==> config.mk <==
export PLATFORM = sky130hd
export DESIGN_NAME = queue_count_plausibility_filter
export DESIGN_NICKNAME = d
export VERILOG_FILES = /design/src/rtl/qcpf_pkg.sv /design/src/rtl/qcpf_ctrl.sv /design/src/rtl/qcpf_datapath.sv /design/src/rtl/queue_count_plausibility_filter.sv
export SDC_FILE = /design/constraint.sdc
export NUM_CORES = 1
export LEC_CHECK = 0
export ABC_AREA = 1
export BUFFER_PORTS_ARGS = -buffer_cell sky130_fd_sc_hd__buf_4
export CAP_MARGIN = 20
export CELL_PAD_IN_SITES_DETAIL_PLACEMENT = 1
export CELL_PAD_IN_SITES_GLOBAL_PLACEMENT = 1
export CORE_MARGIN = 2
export CORE_UTILIZATION = 44
export DETAILED_ROUTE_END_ITERATION = 10
export PLACE_DENSITY = 0.8
export SLEW_MARGIN = 10
export SYNTH_ARGS = -nofsm -noshare
export SYNTH_HDL_FRONTEND = slang
export SYNTH_SLANG_ARGS = --single-unit
==> constraint.sdc <==
create_clock -name clock -period 3.4 [get_ports clock]
set_input_delay 0.68 -clock clock [delete_from_list [all_inputs] [get_ports clock]]
set_output_delay 0.68 -clock clock [all_outputs]
set_load 0.1 [all_outputs]
==> src/rtl/qcpf_pkg.sv <==
`default_nettype none

package qcpf_pkg;

   // field widths
   localparam int CNT_W  = 10;
   localparam int PRES_W = 12;

   // config port
   localparam int CSR_IDX_W  = 3;
   localparam int CSR_DATA_W = 11;

   localparam logic [CSR_IDX_W-1:0] CSR_VALIDATION_ENABLE = 3'd0;
   localparam logic [CSR_IDX_W-1:0] CSR_MAX_STEP          = 3'd1;
   localparam logic [CSR_IDX_W-1:0] CSR_DRIFT_LIMIT       = 3'd2;
   localparam logic [CSR_IDX_W-1:0] CSR_PERSISTENCE       = 3'd3;
   localparam logic [CSR_IDX_W-1:0] CSR_SPIKE_LIMIT       = 3'd4;

   // stream packing
   localparam int REQ_DATA_W = 32;
   localparam int RSP_DATA_W = 24;
   localparam int RSP_USER_W = 3;

   // configuration register set
   typedef struct packed {
      logic                 validation_enable;
      logic [CNT_W-1:0]     max_step;
      logic [CNT_W-1:0]     drift_limit;
      logic [7:0]           persistence;
      logic [10:0]          spike_limit;
   } qcpf_cfg_type;

   // controller to datapath
   typedef struct packed {
      logic load;
      logic step;
      logic mult;
      logic cmp;
      logic div_step;
      logic div_take;
      logic push;
      logic pres;
      logic emit;
   } qcpf_cmd_type;

   // datapath to controller
   typedef struct packed {
      logic val_en;
      logic hist_nonempty;
      logic fallback_now;
      logic div_busy;
   } qcpf_sts_type;

endpackage

`default_nettype wire

==> src/rtl/qcpf_ctrl.sv <==
`default_nettype none

module qcpf_ctrl (
   input  wire                   clock,
   input  wire                   reset,
   input  wire                   req_tvalid,
   output logic                  req_tready,
   output logic                  rsp_tvalid,
   input  wire                   rsp_tready,
   input  qcpf_pkg::qcpf_sts_type sts,
   output qcpf_pkg::qcpf_cmd_type cmd
);
   import qcpf_pkg::*;

   localparam logic [2:0] ST_IDLE = 3'd0;
   localparam logic [2:0] ST_STEP = 3'd1;
   localparam logic [2:0] ST_MULT = 3'd2;
   localparam logic [2:0] ST_CMP  = 3'd3;
   localparam logic [2:0] ST_DIV  = 3'd4;
   localparam logic [2:0] ST_PUSH = 3'd5;
   localparam logic [2:0] ST_PRES = 3'd6;
   localparam logic [2:0] ST_DONE = 3'd7;

   logic [2:0] state_ff, state_in;
   logic       valid_ff, valid_in;
   logic       out_free;

   assign req_tready = (state_ff == ST_IDLE);
   assign rsp_tvalid = valid_ff;
   assign out_free   = !valid_ff || rsp_tready;

   // sequencing
   always_comb begin
      state_in = state_ff;
      cmd      = '0;
      unique case (state_ff)
         ST_IDLE: begin
            if (req_tvalid) begin
               cmd.load = 1'b1;
               state_in = ST_STEP;
            end
         end
         ST_STEP: begin
            cmd.step = 1'b1;
            if (!sts.val_en)
               state_in = ST_PRES;
            else if (sts.hist_nonempty)
               state_in = ST_MULT;
            else
               state_in = ST_PUSH;
         end
         ST_MULT: begin
            cmd.mult = 1'b1;
            state_in = ST_CMP;
         end
         ST_CMP: begin
            cmd.cmp  = 1'b1;
            state_in = sts.fallback_now ? ST_DIV : ST_PUSH;
         end
         ST_DIV: begin
            if (sts.div_busy) begin
               cmd.div_step = 1'b1;
            end else begin
               cmd.div_take = 1'b1;
               state_in     = ST_PUSH;
            end
         end
         ST_PUSH: begin
            cmd.push = 1'b1;
            state_in = ST_PRES;
         end
         ST_PRES: begin
            cmd.pres = 1'b1;
            state_in = ST_DONE;
         end
         ST_DONE: begin
            if (out_free) begin
               cmd.emit = 1'b1;
               state_in = ST_IDLE;
            end
         end
         default: state_in = ST_IDLE;
      endcase
   end

   // output valid
   always_comb begin
      valid_in = valid_ff;
      if (cmd.emit)
         valid_in = 1'b1;
      else if (rsp_tready)
         valid_in = 1'b0;
   end

   always_ff @(posedge clock) begin
      if (reset) begin
         state_ff <= ST_IDLE;
         valid_ff <= 1'b0;
      end else begin
         state_ff <= state_in;
         valid_ff <= valid_in;
      end
   end

endmodule

`default_nettype wire

==> src/rtl/qcpf_datapath.sv <==
`default_nettype none

module qcpf_datapath #(
   parameter int HISTORY_DEPTH = 10
) (
   input  wire                                clock,
   input  wire                                reset,
   input  qcpf_pkg::qcpf_cfg_type             cfg,
   input  qcpf_pkg::qcpf_cmd_type             cmd,
   output qcpf_pkg::qcpf_sts_type             sts,
   input  wire [qcpf_pkg::REQ_DATA_W-1:0]     req_tdata,
   output logic [qcpf_pkg::RSP_DATA_W-1:0]    rsp_tdata,
   output logic [qcpf_pkg::RSP_USER_W-1:0]    rsp_tuser
);
   import qcpf_pkg::*;

   localparam int FW  = $clog2(HISTORY_DEPTH + 1);
   localparam int SW  = CNT_W + FW;
   localparam int AW  = (HISTORY_DEPTH > 1) ? $clog2(HISTORY_DEPTH) : 1;
   localparam int DCW = $clog2(SW + 1);

   // request fields
   logic [CNT_W-1:0] raw_ff, arr_ff, lev_ff;

   // per-item working registers
   logic [CNT_W-1:0]  acc_ff;
   logic              rej_ff, fallback_ff;
   logic [SW-1:0]     scaled_ff, lim_ff;
   logic [CNT_W-1:0]  oldest_ff;
   logic [PRES_W-1:0] pres_ff;

   // persistent state
   logic [CNT_W-1:0]  last_ff;
   logic [FW-1:0]     fill_ff;
   logic [AW-1:0]     head_ff;
   logic [SW-1:0]     total_ff;
   logic [7:0]        run_ff, run_in;
   logic [PRES_W-1:0] prev_ff;

   // divider
   logic [SW-1:0]     quo_ff;
   logic [FW-1:0]     rem_ff;
   logic [DCW-1:0]    dcnt_ff;

   // history ring
   logic [CNT_W-1:0]  ring [HISTORY_DEPTH];

   // output register
   logic [CNT_W-1:0]  out_acc_ff;
   logic [PRES_W-1:0] out_pres_ff;
   logic              out_rej_ff, out_fb_ff, out_spike_ff;

   // step check
   logic [CNT_W-1:0] step_diff;
   assign step_diff = (raw_ff >= last_ff) ? raw_ff - last_ff : last_ff - raw_ff;

   // drift check
   logic [SW-1:0] dev;
   logic          drift;
   assign dev   = (scaled_ff >= total_ff) ? scaled_ff - total_ff : total_ff - scaled_ff;
   assign drift = dev > lim_ff;

   always_comb begin
      run_in = '0;
      if (drift)
         run_in = (run_ff == 8'hFF) ? run_ff : run_ff + 8'd1;
   end

   // one restoring divide step
   logic [FW:0]   rem_sh;
   logic          rem_ge;
   logic [FW:0]   rem_sub;
   assign rem_sh  = {rem_ff, quo_ff[SW-1]};
   assign rem_ge  = rem_sh >= {1'b0, fill_ff};
   assign rem_sub = rem_sh - {1'b0, fill_ff};

   // pressure and spike
   logic [PRES_W-1:0] pres_in;
   logic [PRES_W:0]   dp;
   logic              spike;
   assign pres_in = PRES_W'(acc_ff) + PRES_W'(arr_ff) - PRES_W'(lev_ff);
   assign dp      = {pres_ff[PRES_W-1], pres_ff} - {prev_ff[PRES_W-1], prev_ff};
   assign spike   = $signed(dp) > $signed({2'b00, cfg.spike_limit});

   // history update
   logic [SW-1:0] total_in;
   logic          full;
   assign full     = (fill_ff == FW'(HISTORY_DEPTH));
   assign total_in = total_ff + SW'(acc_ff) - (full ? SW'(oldest_ff) : '0);

   assign sts.val_en        = cfg.validation_enable;
   assign sts.hist_nonempty = (fill_ff != '0);
   assign sts.fallback_now  = drift && (run_in >= cfg.persistence);
   assign sts.div_busy      = (dcnt_ff != '0);

   // payload registers
   always_ff @(posedge clock) begin
      if (cmd.load) begin
         raw_ff <= req_tdata[CNT_W-1:0];
         arr_ff <= req_tdata[2*CNT_W-1:CNT_W];
         lev_ff <= req_tdata[3*CNT_W-1:2*CNT_W];
      end
      if (cmd.step) begin
         fallback_ff <= 1'b0;
         oldest_ff   <= ring[head_ff];
         if (!cfg.validation_enable || step_diff <= cfg.max_step) begin
            acc_ff <= raw_ff;
            rej_ff <= 1'b0;
         end else begin
            acc_ff <= last_ff;
            rej_ff <= 1'b1;
         end
      end
      if (cmd.mult) begin
         scaled_ff <= SW'(acc_ff) * SW'(fill_ff);
         lim_ff    <= SW'(cfg.drift_limit) * SW'(fill_ff);
      end
      if (cmd.cmp) begin
         fallback_ff <= sts.fallback_now;
         quo_ff      <= total_ff;
         rem_ff      <= '0;
      end
      if (cmd.div_step) begin
         quo_ff <= {quo_ff[SW-2:0], rem_ge};
         rem_ff <= rem_ge ? rem_sub[FW-1:0] : rem_sh[FW-1:0];
      end
      if (cmd.div_take)
         acc_ff <= quo_ff[CNT_W-1:0];
      if (cmd.push)
         ring[head_ff] <= acc_ff;
      if (cmd.pres)
         pres_ff <= pres_in;
      if (cmd.emit) begin
         out_acc_ff   <= acc_ff;
         out_pres_ff  <= pres_ff;
         out_rej_ff   <= rej_ff;
         out_fb_ff    <= fallback_ff;
         out_spike_ff <= spike;
      end
   end

   // persistent state
   always_ff @(posedge clock) begin
      if (reset) begin
         last_ff  <= '0;
         fill_ff  <= '0;
         head_ff  <= '0;
         total_ff <= '0;
         run_ff   <= '0;
         prev_ff  <= '0;
         dcnt_ff  <= '0;
      end else begin
         if (cmd.step && (!cfg.validation_enable || step_diff <= cfg.max_step))
            last_ff <= raw_ff;
         if (cmd.cmp) begin
            run_ff  <= run_in;
            dcnt_ff <= DCW'(SW);
         end
         if (cmd.div_step)
            dcnt_ff <= dcnt_ff - DCW'(1);
         if (cmd.push) begin
            total_ff <= total_in;
            if (!full)
               fill_ff <= fill_ff + FW'(1);
            head_ff <= (head_ff == AW'(HISTORY_DEPTH - 1)) ? '0 : head_ff + AW'(1);
         end
         if (cmd.emit)
            prev_ff <= pres_ff;
      end
   end

   assign rsp_tdata = {{(RSP_DATA_W - CNT_W - PRES_W){1'b0}}, out_pres_ff, out_acc_ff};
   assign rsp_tuser = {out_spike_ff, out_fb_ff, out_rej_ff};

`ifndef NO_ASSERTIONS
   // fill count never passes the ring depth
   a_fill_bound: assert property (@(posedge clock) disable iff (reset)
      fill_ff <= FW'(HISTORY_DEPTH))
      else $error("history fill beyond depth");

   // head stays inside the ring
   a_head_bound: assert property (@(posedge clock) disable iff (reset)
      head_ff <= AW'(HISTORY_DEPTH - 1))
      else $error("history head out of range");

   // until the ring is full the head follows the fill count
   a_head_tracks: assert property (@(posedge clock) disable iff (reset)
      !full |-> (FW'(head_ff) == fill_ff))
      else $error("history head and fill disagree");

   // running total is bounded by the entries it holds
   a_total_bound: assert property (@(posedge clock) disable iff (reset)
      total_ff <= SW'(fill_ff) * SW'(1023))
      else $error("history total too large");
`endif

endmodule

`default_nettype wire

==> src/rtl/queue_count_plausibility_filter.sv <==
// A request is loaded and step-checked; with validation off it goes straight to the
// pressure stage, with an empty history to the ring push, with the drift check through
// multiply and compare, and on a mean fallback through the bit-serial divider as well.
// The controller handles one item at a time and accepts a new request only after the
// last result is emitted, and a result waits in the output register. Synchronous
// active-high reset clears history, counters and restores configuration defaults.
`default_nettype none

module queue_count_plausibility_filter #(
   parameter int HISTORY_DEPTH = 10
) (
   input  wire                                clock,
   input  wire                                reset,
   // request stream
   input  wire                                req_tvalid,
   output logic                               req_tready,
   // [9:0] raw_count, [19:10] arriving, [29:20] leaving, [31:30] zero
   input  wire [qcpf_pkg::REQ_DATA_W-1:0]     req_tdata,
   // result stream
   output logic                               rsp_tvalid,
   input  wire                                rsp_tready,
   // [9:0] accepted_count, [21:10] pressure_value, [23:22] zero
   output logic [qcpf_pkg::RSP_DATA_W-1:0]    rsp_tdata,
   // [0] step_rejected, [1] drift_fallback, [2] spike_seen
   output logic [qcpf_pkg::RSP_USER_W-1:0]    rsp_tuser,
   // configuration writes
   input  wire                                csr_valid,
   output logic                               csr_ready,
   input  wire [qcpf_pkg::CSR_IDX_W-1:0]      csr_index,
   input  wire [qcpf_pkg::CSR_DATA_W-1:0]     csr_data
);
   import qcpf_pkg::*;

   qcpf_cfg_type cfg_ff;
   qcpf_cmd_type cmd;
   qcpf_sts_type sts;

   assign csr_ready = 1'b1;

   // configuration registers
   always_ff @(posedge clock) begin
      if (reset) begin
         cfg_ff.validation_enable <= 1'b1;
         cfg_ff.max_step          <= 10'd10;
         cfg_ff.drift_limit       <= 10'd5;
         cfg_ff.persistence       <= 8'd3;
         cfg_ff.spike_limit       <= 11'd5;
      end else if (csr_valid) begin
         unique case (csr_index)
            CSR_VALIDATION_ENABLE: cfg_ff.validation_enable <= csr_data[0];
            CSR_MAX_STEP:          cfg_ff.max_step          <= csr_data[CNT_W-1:0];
            CSR_DRIFT_LIMIT:       cfg_ff.drift_limit       <= csr_data[CNT_W-1:0];
            CSR_PERSISTENCE:       cfg_ff.persistence       <= csr_data[7:0];
            CSR_SPIKE_LIMIT:       cfg_ff.spike_limit       <= csr_data;
            default: ;
         endcase
      end
   end

   qcpf_ctrl u_ctrl (
      .clock      (clock),
      .reset      (reset),
      .req_tvalid (req_tvalid),
      .req_tready (req_tready),
      .rsp_tvalid (rsp_tvalid),
      .rsp_tready (rsp_tready),
      .sts        (sts),
      .cmd        (cmd)
   );

   qcpf_datapath #(
      .HISTORY_DEPTH (HISTORY_DEPTH)
   ) u_datapath (
      .clock     (clock),
      .reset     (reset),
      .cfg       (cfg_ff),
      .cmd       (cmd),
      .sts       (sts),
      .req_tdata (req_tdata),
      .rsp_tdata (rsp_tdata),
      .rsp_tuser (rsp_tuser)
   );

endmodule

`default_nettype wire

* After elaboration in Yosys (flattened, before gate mapping)
Memories as Yosys holds them, arrays and structs flattened. A register that Yosys moved wholly into a read port is not among the register bits.
Index checks and enable logic that the tools add are counted.
** Operators by class
- Add/subtract/negate cells :: 14
- $mul :: 2
- Magnitude comparators :: 7
- Equal/unequal tests :: 17
- Mux-type cells :: 42
- Bitwise operators :: 1
- Reductions and logical operators :: 21
** Operator list (number)
- 10-bit 2-to-1 mux :: 5
- 14-bit 2-to-1 mux :: 3
- 14-bit subtractor :: 3
- 10-bit by 4-bit multiplier with 14-bit output :: 2
- 4-bit 2-to-1 mux :: 6
- 3-bit case mux with 8 select lines :: 1
- 10-bit subtractor :: 2
- 1-bit 2-to-1 mux :: 19
- 8-bit 2-to-1 mux :: 2
- 3-bit == test, second input constant :: 5
- 3-bit 2-to-1 mux :: 5
- 14-bit by 10-bit adder with 14-bit output :: 1
- 14-bit greater-or-equal comparator :: 1
- 14-bit greater-than comparator :: 1
- 13-bit by 12-bit greater-than comparator with 1-bit output :: 1
- 12-bit by 12-bit subtractor with 13-bit output :: 1
- 3-bit by 2-bit == test with 1-bit output, second input constant :: 4
- 2-bit AND reduction :: 6
- 12-bit by 10-bit subtractor with 12-bit output :: 1
- 10-bit by 10-bit adder with 11-bit output :: 1
- 10-bit greater-or-equal comparator :: 1
- 10-bit less-or-equal comparator :: 1
- 4-bit by 1-bit adder with 4-bit output, second input constant :: 2
- 8-bit by 1-bit adder with 8-bit output, second input constant :: 1
- 18 further kinds :: 29
** Word-level totals
- Flip-flop bits (word level) :: 225
- Memory bits (writable) :: 100
- Input port bits :: 51
- Output and inout port bits :: 30
- Logic and storage cells :: 135
- Memories :: 1
** Memory list
- u_datapath.ring :: words 10, bits a word 10, read ports 1, clocked after Yosys merged registers in 1, write ports 1, RTL line qcpf_datapath.sv:46 : logic [CNT_W-1:0] ring [HISTORY_DEPTH];

* Logic depth before layout (Yosys ltp)
Gate-level depths: netlist (run 1).
- Depth in word-level cells :: 8
- Gate-level depth with buffers :: 32
- Mapped depth without buffers :: 31

* By module
Synthesis (run 1) repeated with hierarchy kept, for this count alone.
** Second synthesis, totals
- Cells, all modules :: 2513
- Area total of the unflattened synthesis :: 21256.6 µm²
** Modules (own cells, without submodules)
- qcpf_datapath :: times used 1, cells an instance 2223, area each 19303.5 µm², sequential area each 8177.8 µm²
- queue_count_plausibility_filter :: times used 1, cells an instance 236, area each 1645.3 µm², sequential area each 800.8 µm²
- qcpf_ctrl :: times used 1, cells an instance 54, area each 307.8 µm², sequential area each 80.1 µm²

* Least setup slack after synthesis (run 1)
OpenSTA, ideal clock, no wires.
- Path kind :: reg-to-reg
- From :: reg u_datapath.scaled_ff[0]
- To :: reg u_datapath.fallback_ff, data pin
- Library setup time :: 0.258 ns
- Arrival :: 3.493 ns
- Data required time :: 3.142 ns
- Path slack :: -0.350 ns
- Stages on the path, launching flop included :: 25
- Path buffers :: 0
- Cells stage by stage :: edfxtp_1 inv_1 ha_1 inv_1 fa_1 inv_1 nor3_2 o21bai_4 nand3_4 inv_2 nand2_1 and2_1 ha_1 nand4_1 nor2_1 nand4_1 nand3_1 inv_1 ha_1 a21oi_1 nor2_1 nor3_1 nand2_1 nand3_1 nor3_1
** Between the ends
- Cells in the longest elaborated chain, start to end :: 7
** RTL lines
- start, declared :: RTL line qcpf_datapath.sv:28 : logic [SW-1:0] scaled_ff, lim_ff;
- start signal, assigned :: RTL line qcpf_datapath.sv:115 : scaled_ff <= SW'(acc_ff) * SW'(fill_ff);
- 14-bit subtractor / 14-bit greater-or-equal comparator (equally long branches) :: RTL line qcpf_datapath.sv:60 : assign dev = (scaled_ff >= total_ff) ? scaled_ff - total_ff : total_ff - scaled_ff;
- 14-bit 2-to-1 mux * :: RTL line qcpf_datapath.sv:60
- 14-bit greater-than comparator * :: RTL line qcpf_datapath.sv:61 : assign drift = dev > lim_ff;
- 8-bit 2-to-1 mux * :: RTL line qcpf_datapath.sv:65 : if (drift)
- named net u_datapath.run_in[5] :: RTL line qcpf_datapath.sv:37 : logic [7:0] run_ff, run_in;
- 8-bit greater-or-equal comparator * :: RTL line qcpf_datapath.sv:93 : assign sts.fallback_now = drift && (run_in >= cfg.persistence);
- 1-bit logical AND * :: RTL line qcpf_datapath.sv:93
- 1-bit 2-to-1 mux * :: RTL line qcpf_datapath.sv:118 : if (cmd.cmp) begin
- end signal, assigned :: RTL line qcpf_datapath.sv:119 : fallback_ff <= sts.fallback_now;
- end, declared :: RTL line qcpf_datapath.sv:27 : logic rej_ff, fallback_ff;
The timed path passes the listed nets; every way through them passes the cells marked *.
A chain may end at the register's enable or synchronous reset.

* Final worst setup path (run 1)
Same ends and word-level chain as after synthesis.

==> results_dict.tcl, run 1 <==
set metrics [dict create \
    holdWs_ns 0.259 \
    synth.avg_cell_area_um2 8.52 \
    clock_tree.buffer_depth 3 \
    rsz0062_at_grt "yes" \
    finClkSkew_ns 0.0400 \
    p_clk_share_pct 16.6 \
    worst_setup_path_start_kind "flip-flop" \
    ir_drop_mv 1.15 \
    dr.pass1.iters 6 \
    die_h_um 223 \
    crit_family "simple AND/OR/NAND/NOR gates" \
    end_kind "flip-flop" \
    synthToLayoutAreaGrowth_pct 25.1 \
    crit_path_max_fanout 9 \
    violations "setup timing" \
    slew_violations 0 \
    fmax_mhz 239 \
    start_util_pct 44.4 \
    worstMarginPinSlew_ns 1.03 \
    dpl_worst_slack_ns -0.952 \
    yosysWarnings 0 \
    drc_errors 0 \
    dp.cells 3275 \
    drtIter0Drc 1442 \
    finalSetupViolations 29 \
    wire_per_inst_um 23.5 \
    p_leak_nw 12.0 \
    wirelength_mm 79.6 \
    timing.final.crit_share_pct 123 \
    path_clk_slew_ns 0.06 \
    critical_path_buf_inv_count 7 \
    p_sw_share_pct 46.8 \
    crit_arrival_ns 4.53 \
    p_int_w 0.0145 \
    p_comb_share_pct 61.2 \
    path_class "flip-flop to flip-flop" \
    ant_nets 0 \
    yosysSeqAreaShare_pct 42.8 \
    die_w_um 223 \
    synth-async-reset-ratio_pct 0 \
    netlist_instances 2482 \
    grt_pass1_wl_mm 110 \
    crit_path_frequent_cell "nand2_1" \
    post_dp_cell_area_um2 23500 \
    routed_via_density 5.83 \
    grt_usage_pct 27.9 \
    drv_cap 0 \
    fin_ws_ns -0.790 \
    clock_sinks 335 \
    coreArea_um2 47600 \
    globalplace.congestion 0.955 \
    layout-drive-gt1-share_pct 21.6 \
    final_area_um2 26500 \
    finalCriticalPeriod_ns 4.19 \
    grt_max_degree 56 \
    syn_area_um2 21200 \
    finish.net_count 3025 \
    synth_cell_types 51 \
    synth.largest_area_cell "edfxtp_1" \
    h-tree-depth 2 \
    required_ns 3.74 \
    p_per_area_nw_per_um2 1030 \
    synth_area_leaders "edfxtp_1 (33%), ha_1 (11%), dfxtp_1 (9.5%)" \
    total_power_w 0.0273 \
    clk-insertion-delay-late_ns 0.60 \
    synth_edf_count 235 \
    slew_headroom_pct 31.0 \
    die_area_um2 49900 \
    hold_class "input pin to flip-flop" \
    final_hold_viol_count 0 \
    seqPwrFrac_pct 22.2 \
    synth-main-ff-cell "edfxtp_1" \
    status "finished with violations" \
    power_switching_w 0.0128 \
    cts-root-buf "clkbuf_16" \
    antenna_cells 0 \
    io_pins 81 \
    dp.final_hpwl_mm 48.8 \
    cts_made_buffers 39 \
    grt_overflow 0 \
    yosys.area.top_type_share_pct 33.4 \
    antenna_found_initial 1 \
    slowest_stage "edfxtp_1" \
    nFillCells 5494 \
    vias 19700 \
    cts_tree "done" \
    final_cells 3388 \
    num_rows 80 \
    cpPeakStageDelay_ns 0.40 \
    grt_pass1_vias 20700 \
    ys_ff_latch 335 \
    io_buffers 75 \
]
==> synth_stat cells, types with 5 or more instances <==
| cell type | instances |
|---|---|
| a21o_1 | 7 |
| a22oi_1 | 21 |
| inv_1 | 396 |
| nor2_2 | 7 |
| buf_2 | 18 |
| nand4_1 | 34 |
| edfxtp_1 | 235 |
| dfxtp_1 | 100 |
| buf_4 | 10 |
| xor2_1 | 55 |
| o21a_1 | 6 |
| o211ai_1 | 15 |
| o21ai_1 | 6 |
| xnor2_1 | 20 |
| clkbuf_1 | 41 |
| nand3b_1 | 6 |
| nand2_1 | 521 |
| nor2_1 | 150 |
| ha_1 | 180 |
| o21ai_0 | 141 |
| nand3_1 | 170 |
| buf_1 | 5 |
| inv_2 | 6 |
| o21bai_1 | 12 |
| nor3_1 | 19 |
| and2_1 | 6 |
| fa_1 | 50 |
| a21oi_1 | 201 |
==> through the flow <==
| stage | TNS (ns) | utilization, % |
|---|---|---|
| after floorplan | -0.438 | - |
| after global placement | -2.05 | 49.4 |
| after detailed placement | -5.22 | 49.4 |
| after CTS | -1.45 | 53.4 |
| after global routing | -13.13 | 55.5 |
| final | -9.36 | 55.5 |
==> power by group through the flow <==
stage | clock, W | combinational, W | sequential [W]
5_1_grt | 0.00468 | 0.0178 | 0.00609
2_1_floorplan | 0 | 0.00762 | 0.00608
4_1_cts | 0.00450 | 0.0137 | 0.00601
3_5_place_dp | 0 | 0.0121 | 0.00606
3_3_place_gp | 0 | 0.0114 | 0.00603
6_report | 0.00452 | 0.0167 | 0.00606
==> area by class of cell <==
| cell class | instances | area (um2) | area share, % |
|---|---|---|---|
| multi-input cells | 1665 | 11400 | 42.9 |
| flip-flops and latches | 335 | 9060 | 34.3 |
| repair buffers | 296 | 2400 | 9.05 |
| inverters | 406 | 1530 | 5.79 |
| clock buffers | 51 | 1060 | 4.01 |
| well taps | 615 | 769 | 2.91 |
| clock inverters | 19 | 278 | 1.05 |
| repair inverters | 1 | 5.00 | 0.0189 |
==> registers in the layout (all words and copies together) (netlist names), 8 cells and up <==
name / flops
u_datapath.prev_ff: 12
u_datapath.total_ff: 14
u_datapath.out_acc_ff: 10
u_datapath.lim_ff: 14
u_datapath.quo_ff: 14
u_datapath.raw_ff: 10
u_datapath.acc_ff: 10
u_datapath.lev_ff: 10
u_datapath.pres_ff: 12
u_datapath.out_pres_ff: 12
u_datapath.last_ff: 10
u_datapath.arr_ff: 10
u_datapath.oldest_ff: 10
u_datapath.ring: 100
u_datapath.scaled_ff: 14
cfg_ff: 40
u_datapath.run_ff: 8
==> repair_timing <==
item,4_1_cts,5_1_grt
cloned,2,2
setup endpoints to repair,28,48
hold buffers,0,0
gates resized for setup,94,200
pin swaps,32,69
setup buffers,17,25
==> kinds of logic after synthesis <==
logic type / Yosys count / synth area share, %
AO/OA/AOI/OAI: 425 / 11.0
XOR/XNOR: 75 / 3.10
adder cells (fa/ha/maj): 230 / 15.4
buffers and inverters: 483 / 8.90
flip-flops: 335 / 42.8
other: 2 / 0.0355
AND/OR/NAND/NOR: 932 / 18.7
==> path summary, 6_finish.rpt <==
kind | start | endpoint | slack [ns] | cells after the start
max | u_datapath.scaled_ff[0] | u_datapath.fallback_ff | -0.79 | 28
min | req_tdata[3] | u_datapath.raw_ff[3] | 0.26 | 1
max reg2reg | u_datapath.scaled_ff[0] | u_datapath.fallback_ff | -0.79 | 28
min reg2reg | u_datapath.rej_ff | u_datapath.out_rej_ff | 0.44 | 0
==> metal layers <==
metal	track usage (%)	wire (um)	up-vias
met3	3.75	5200	383
met1	32.4	29100	9744
met5	0	8	-
li1	-	-	8714
met4	12.5	5340	2
met2	51.0	39900	899
==> cells in the final DEF (no fill, tap or decap), types with 41 or more instances in the layout <==
cell       Yosys  layout
nor2_1       150     126
a21oi_1      201     161
ha_1         180     144
dfxtp_1      100      95
xor2_1        55      53
fa_1          50      45
nand3_1      170     139
nand2_1      521     479
a21oi_2        2      41
o21ai_0      141     126
inv_1        396     383
buf_4         10     273
clkbuf_16      0      41
edfxtp_1     235     235
(Power assumes the default switching activity.)
==> run 2, diff against run 1 <==
--- a/config.mk
+++ b/config.mk
@@ -14,6 +14,7 @@
 export CORE_UTILIZATION = 44
 export DETAILED_ROUTE_END_ITERATION = 10
 export PLACE_DENSITY = 0.8
+export RECOVER_POWER = 25
 export SLEW_MARGIN = 10
 export SYNTH_ARGS = -nofsm -noshare
 export SYNTH_HDL_FRONTEND = slang
==> results_dict.tcl, run 2 (same netlist as run 1, synthesis figures left out) <==
set metrics [dict create \
    status "finished with violations" \
    violations "setup timing" \
    wirelength_mm 79.6 \
    grt_pass1_vias 20700 \
    slew_headroom_pct 14.3 \
    dr_wl_met3_mm 5.31 \
    layout-drive-gt1-share_pct 20.9 \
    die_h_um 223 \
    top_layer "met5" \
    regMostFlops "u_datapath.ring" \
    end_kind "flip-flop" \
    io_buffers 75 \
    crit_arrival_ns 4.53 \
    drtIter0Drc 1386 \
    timing.final.crit_share_pct 123 \
    grt_pass1_wl_mm 110 \
    rsz0062_at_grt "yes" \
    die_area_um2 49900 \
    r2r_cells 28 \
    critical_path_buf_inv_count 7 \
    final_cell_mix "nand2_1 (479), inv_1 (385), edfxtp_1 (235)" \
    finClkSkew_ns 0.0404 \
    clock_tree.buffer_depth 3 \
    cp.depth 28 \
    dp.final_hpwl_mm 48.8 \
    top_regs "u_datapath.ring x100, cfg_ff x40" \
    die_w_um 223 \
    path_class "flip-flop to flip-flop" \
    num_rows 80 \
    hold_depth 1 \
    cts_tree "done" \
    wl_met1_mm 28.9 \
    cts-root-buf "clkbuf_16" \
    antenna_cells 0 \
    final_hold_viol_count 0 \
    required_ns 3.74 \
    final_cells 3388 \
    drv_cap 0 \
    cts_made_buffers 39 \
    worstMarginPinSlew_ns 1.29 \
    p_per_area_nw_per_um2 1030 \
    cpPeakStageDelay_ns 0.40 \
    grt_usage_pct 27.9 \
    slowest_stage "edfxtp_1" \
    finalSetupViolations 49 \
    post_dp_cell_area_um2 23500 \
    hold_buffers 0 \
    routed_via_density 5.85 \
    total_power_w 0.0272 \
    grt_overflow 0 \
    dr.pass1.iters 6 \
    vias 19800 \
    drc_errors 0 \
    fin_ws_ns -0.789 \
    p_leak_nw 12.0 \
    crit_path_frequent_cell "nand2_1" \
    clk-insertion-delay-late_ns 0.60 \
    clock_sinks 335 \
    ir_drop_mv 1.15 \
    antenna_found_initial 1 \
    final_common_cell "nand2_1" \
    wire_per_inst_um 23.5 \
    final_area_um2 26400 \
    io_pins 81 \
    wl_met2_mm 39.9 \
    grt_max_degree 56 \
    worst_setup_path_start_kind "flip-flop" \
    nFillCells 5505 \
    start_util_pct 44.4 \
    globalplace.congestion 0.955 \
    hold_class "input pin to flip-flop" \
    largest_register_ffs 100 \
    fmax_mhz 239 \
    h-tree-depth 2 \
    synthToLayoutAreaGrowth_pct 24.8 \
    path_clk_slew_ns 0.07 \
    tns_ns -15.65 \
    slew_violations 0 \
    finish.net_count 3025 \
    dp.cells 3275 \
    crit_path_max_fanout 9 \
    coreArea_um2 47600 \
    ant_nets 0 \
    crit_family "simple AND/OR/NAND/NOR gates" \
    finalCriticalPeriod_ns 4.19 \
]
==> run 2: changes by cell type in the layout (fill, tap and decap cells not counted), sizes merged <==
cell,delta
clkbuf,+48
buf,-48
==> run 2: layout make-up <==
cell class | instances | area, um2 | area share [%]
Multi-Input combinational cell | 1665 | 11400 | 43.0
Clock inverter | 19 | 278 | 1.05
Timing Repair inverter | 1 | 5.00 | 0.0190
Inverter | 406 | 1530 | 5.80
Sequential cell | 335 | 9060 | 34.3
Clock buffer | 51 | 1060 | 4.02
Tap cell | 615 | 769 | 2.91
Timing Repair Buffer | 296 | 2330 | 8.83
==> run 2: path summary, 6_finish.rpt <==
check,startpoint,endpoint,slack (ns)
worst min-delay path,req_tdata[3],u_datapath.raw_ff[3],0.28
worst max-delay path,u_datapath.scaled_ff[0],u_datapath.fallback_ff,-0.79
worst min register to register,u_datapath.rej_ff,u_datapath.out_rej_ff,0.44
worst max register to register,u_datapath.scaled_ff[0],u_datapath.fallback_ff,-0.79
==> run 2: repair_timing <==
action / in CTS / in global routing
pin swaps: 32 / 69
setup endpoints to repair: 28 / 48
setup buffers: 17 / 25
cloned: 2 / 2
gates resized for setup: 94 / 200
==> run 2: power breakdown <==
| part | switching (W) | total (W) | internal, W | leakage [nW] |
|---|---|---|---|---|
| registers | 0.000497 | 0.00606 | 0.00557 | 2.97 |
| clock network | 0.00190 | 0.00452 | 0.00262 | 0.649 |
| logic | 0.0104 | 0.0166 | 0.00625 | 8.35 |
==> run 2: stage by stage <==
step	util [%]	setup slack, ns	hold slack [ns]
finish	55.4	-0.789	0.281
global route	55.4	-1.07	0.266
CTS	53.4	-0.747	0.241
detailed placement	49.4	-0.952	0.415
global placement	49.4	-0.745	0.409
floorplan	-	-0.260	0.400
==> run 2: per-layer routing <==
layer  up-vias  GRT usage (%)
li1       8713              -
met3       407           3.75
met4         2           12.5
met5         -              0
met2       968           51.0
met1      9723           32.4
==> run 3, diff against run 2 <==
--- a/config.mk
+++ b/config.mk
@@ -15,6 +15,7 @@
 export DETAILED_ROUTE_END_ITERATION = 10
 export PLACE_DENSITY = 0.8
 export RECOVER_POWER = 25
+export SETUP_SLACK_MARGIN = 0.2
 export SLEW_MARGIN = 10
 export SYNTH_ARGS = -nofsm -noshare
 export SYNTH_HDL_FRONTEND = slang
==> results_dict.tcl, run 3 (same netlist as run 1, synthesis figures left out) <==
set metrics [dict create \
    globalplace.congestion 0.955 \
    drv_cap 0 \
    final_cells 3441 \
    dp.final_hpwl_mm 48.8 \
    critical_path_buf_inv_count 7 \
    worstMarginPinSlew_ns 1.33 \
    violations "setup timing" \
    fin_ws_ns -1.16 \
    largest_register_ffs 100 \
    fmax_mhz 219 \
    final_cell_mix "nand2_1 (440), inv_1 (369), buf_4 (254)" \
    grt_pass1_wl_mm 120 \
    drtIter0Drc 2260 \
    cts-root-buf "clkbuf_16" \
    dp.cells 3275 \
    die_w_um 223 \
    wirelength_mm 100 \
    final_common_cell "nand2_1" \
    regMostFlops "u_datapath.ring" \
    finish.net_count 3078 \
    final_hold_viol_count 0 \
    grt_max_degree 56 \
    path_class "flip-flop to flip-flop" \
    clock_sinks 335 \
    synthToLayoutAreaGrowth_pct 32.0 \
    h-tree-depth 2 \
    die_h_um 223 \
    crit_path_max_fanout 8 \
    path_clk_slew_ns 0.07 \
    wire_per_inst_um 29.1 \
    hold_class "input pin to flip-flop" \
    crit_family "simple AND/OR/NAND/NOR gates" \
    crit_arrival_ns 4.90 \
    num_rows 80 \
    status "finished with violations" \
    end_kind "flip-flop" \
    grt_usage_pct 30.8 \
    crit_path_frequent_cell "nand2_1" \
    clock_tree.buffer_depth 3 \
    drc_errors 0 \
    finalSetupViolations 63 \
    coreArea_um2 47600 \
    ant_nets 0 \
    antenna_cells 0 \
    die_area_um2 49900 \
    dpl_worst_slack_ns -0.952 \
    io_buffers 75 \
    start_util_pct 44.4 \
    top_regs "u_datapath.ring x100, cfg_ff x40" \
    routed_via_density 6.32 \
    slew_headroom_pct 11.4 \
    rsz0062_at_grt "yes" \
    slowest_stage "edfxtp_1" \
    finClkSkew_ns 0.0351 \
    finalCriticalPeriod_ns 4.56 \
    slew_violations 0 \
    tns_ns -31.10 \
    io_pins 81 \
    grt_pass1_vias 21800 \
    cts_tree "done" \
    ir_drop_mv 1.28 \
    p_per_area_nw_per_um2 1120 \
    clk-insertion-delay-late_ns 0.61 \
    timing.final.crit_share_pct 134 \
    required_ns 3.74 \
    dr.pass1.iters 5 \
    layout-drive-gt1-share_pct 27.8 \
    cts_made_buffers 39 \
    cpPeakStageDelay_ns 0.46 \
    grt_overflow 0 \
    vias 21700 \
    p_leak_nw 12.3 \
    nFillCells 5324 \
    worst_setup_path_start_kind "flip-flop" \
    antenna_found_initial 3 \
]
run 3: power breakdown:
part           total [W]  internal, W  switching, W  leakage [nW]
Clock            0.00469      0.00263       0.00206         0.649
Combinational     0.0206      0.00777        0.0128          8.68
Sequential       0.00610      0.00557      0.000532          2.97
Total             0.0314       0.0160        0.0154          12.3
run 3: worst paths after layout:
check	start	end	slack (ns)	cells after the start
max	u_datapath.scaled_ff[3]	u_datapath.fallback_ff	-1.16	28
max reg2reg	u_datapath.scaled_ff[3]	u_datapath.fallback_ff	-1.16	28
min	req_tdata[4]	u_datapath.raw_ff[4]	0.27	1
min reg2reg	u_datapath.rej_ff	u_datapath.out_rej_ff	0.46	0
run 3: per-stage QoR:
| step | hold WS, ns | total power [W] | utilization, % | area (um2) |
|---|---|---|---|---|
| 2_1_floorplan | 0.400 | 0.0137 | - | 21200 |
| 3_3_place_gp | 0.409 | 0.0174 | 49.4 | 23500 |
| 3_5_place_dp | 0.415 | 0.0182 | 49.4 | 23500 |
| 4_1_cts | 0.241 | 0.0261 | 55.6 | 26500 |
| 5_1_grt | 0.268 | 0.0322 | 58.6 | 27900 |
| 6_report | 0.270 | 0.0314 | 58.6 | 27900 |
run 3: cell type report:
cell class              count  area (um2)  area share [%]
inverters                 406        1540            5.52
multi-input cells        1666       12300            44.2
clock inverters            19         278           0.995
clock buffers              51        1060            3.80
repair buffers            349        2850            10.2
well taps                 615         769            2.76
flip-flops and latches    335        9070            32.5
run 3: layer usage:
| metal | global-route usage [%] | wire [um] |
|---|---|---|
| met2 | 55.1 | 47800 |
| met5 | 0 | 59 |
| met1 | 34.1 | 33200 |
| met3 | 6.03 | 9380 |
| met4 | 18.1 | 9660 |
run 3: what timing repair did:
action / 4_1_cts / 5_1_grt
endpoints found under the hold margin: 0 / 0
pin swaps: 69 / 123
hold buffers: 0 / 0
buffers inserted: 46 / 44
gates cloned: 5 / 1
endpoints found under the setup margin: 42 / 61
resized for setup: 254 / 267
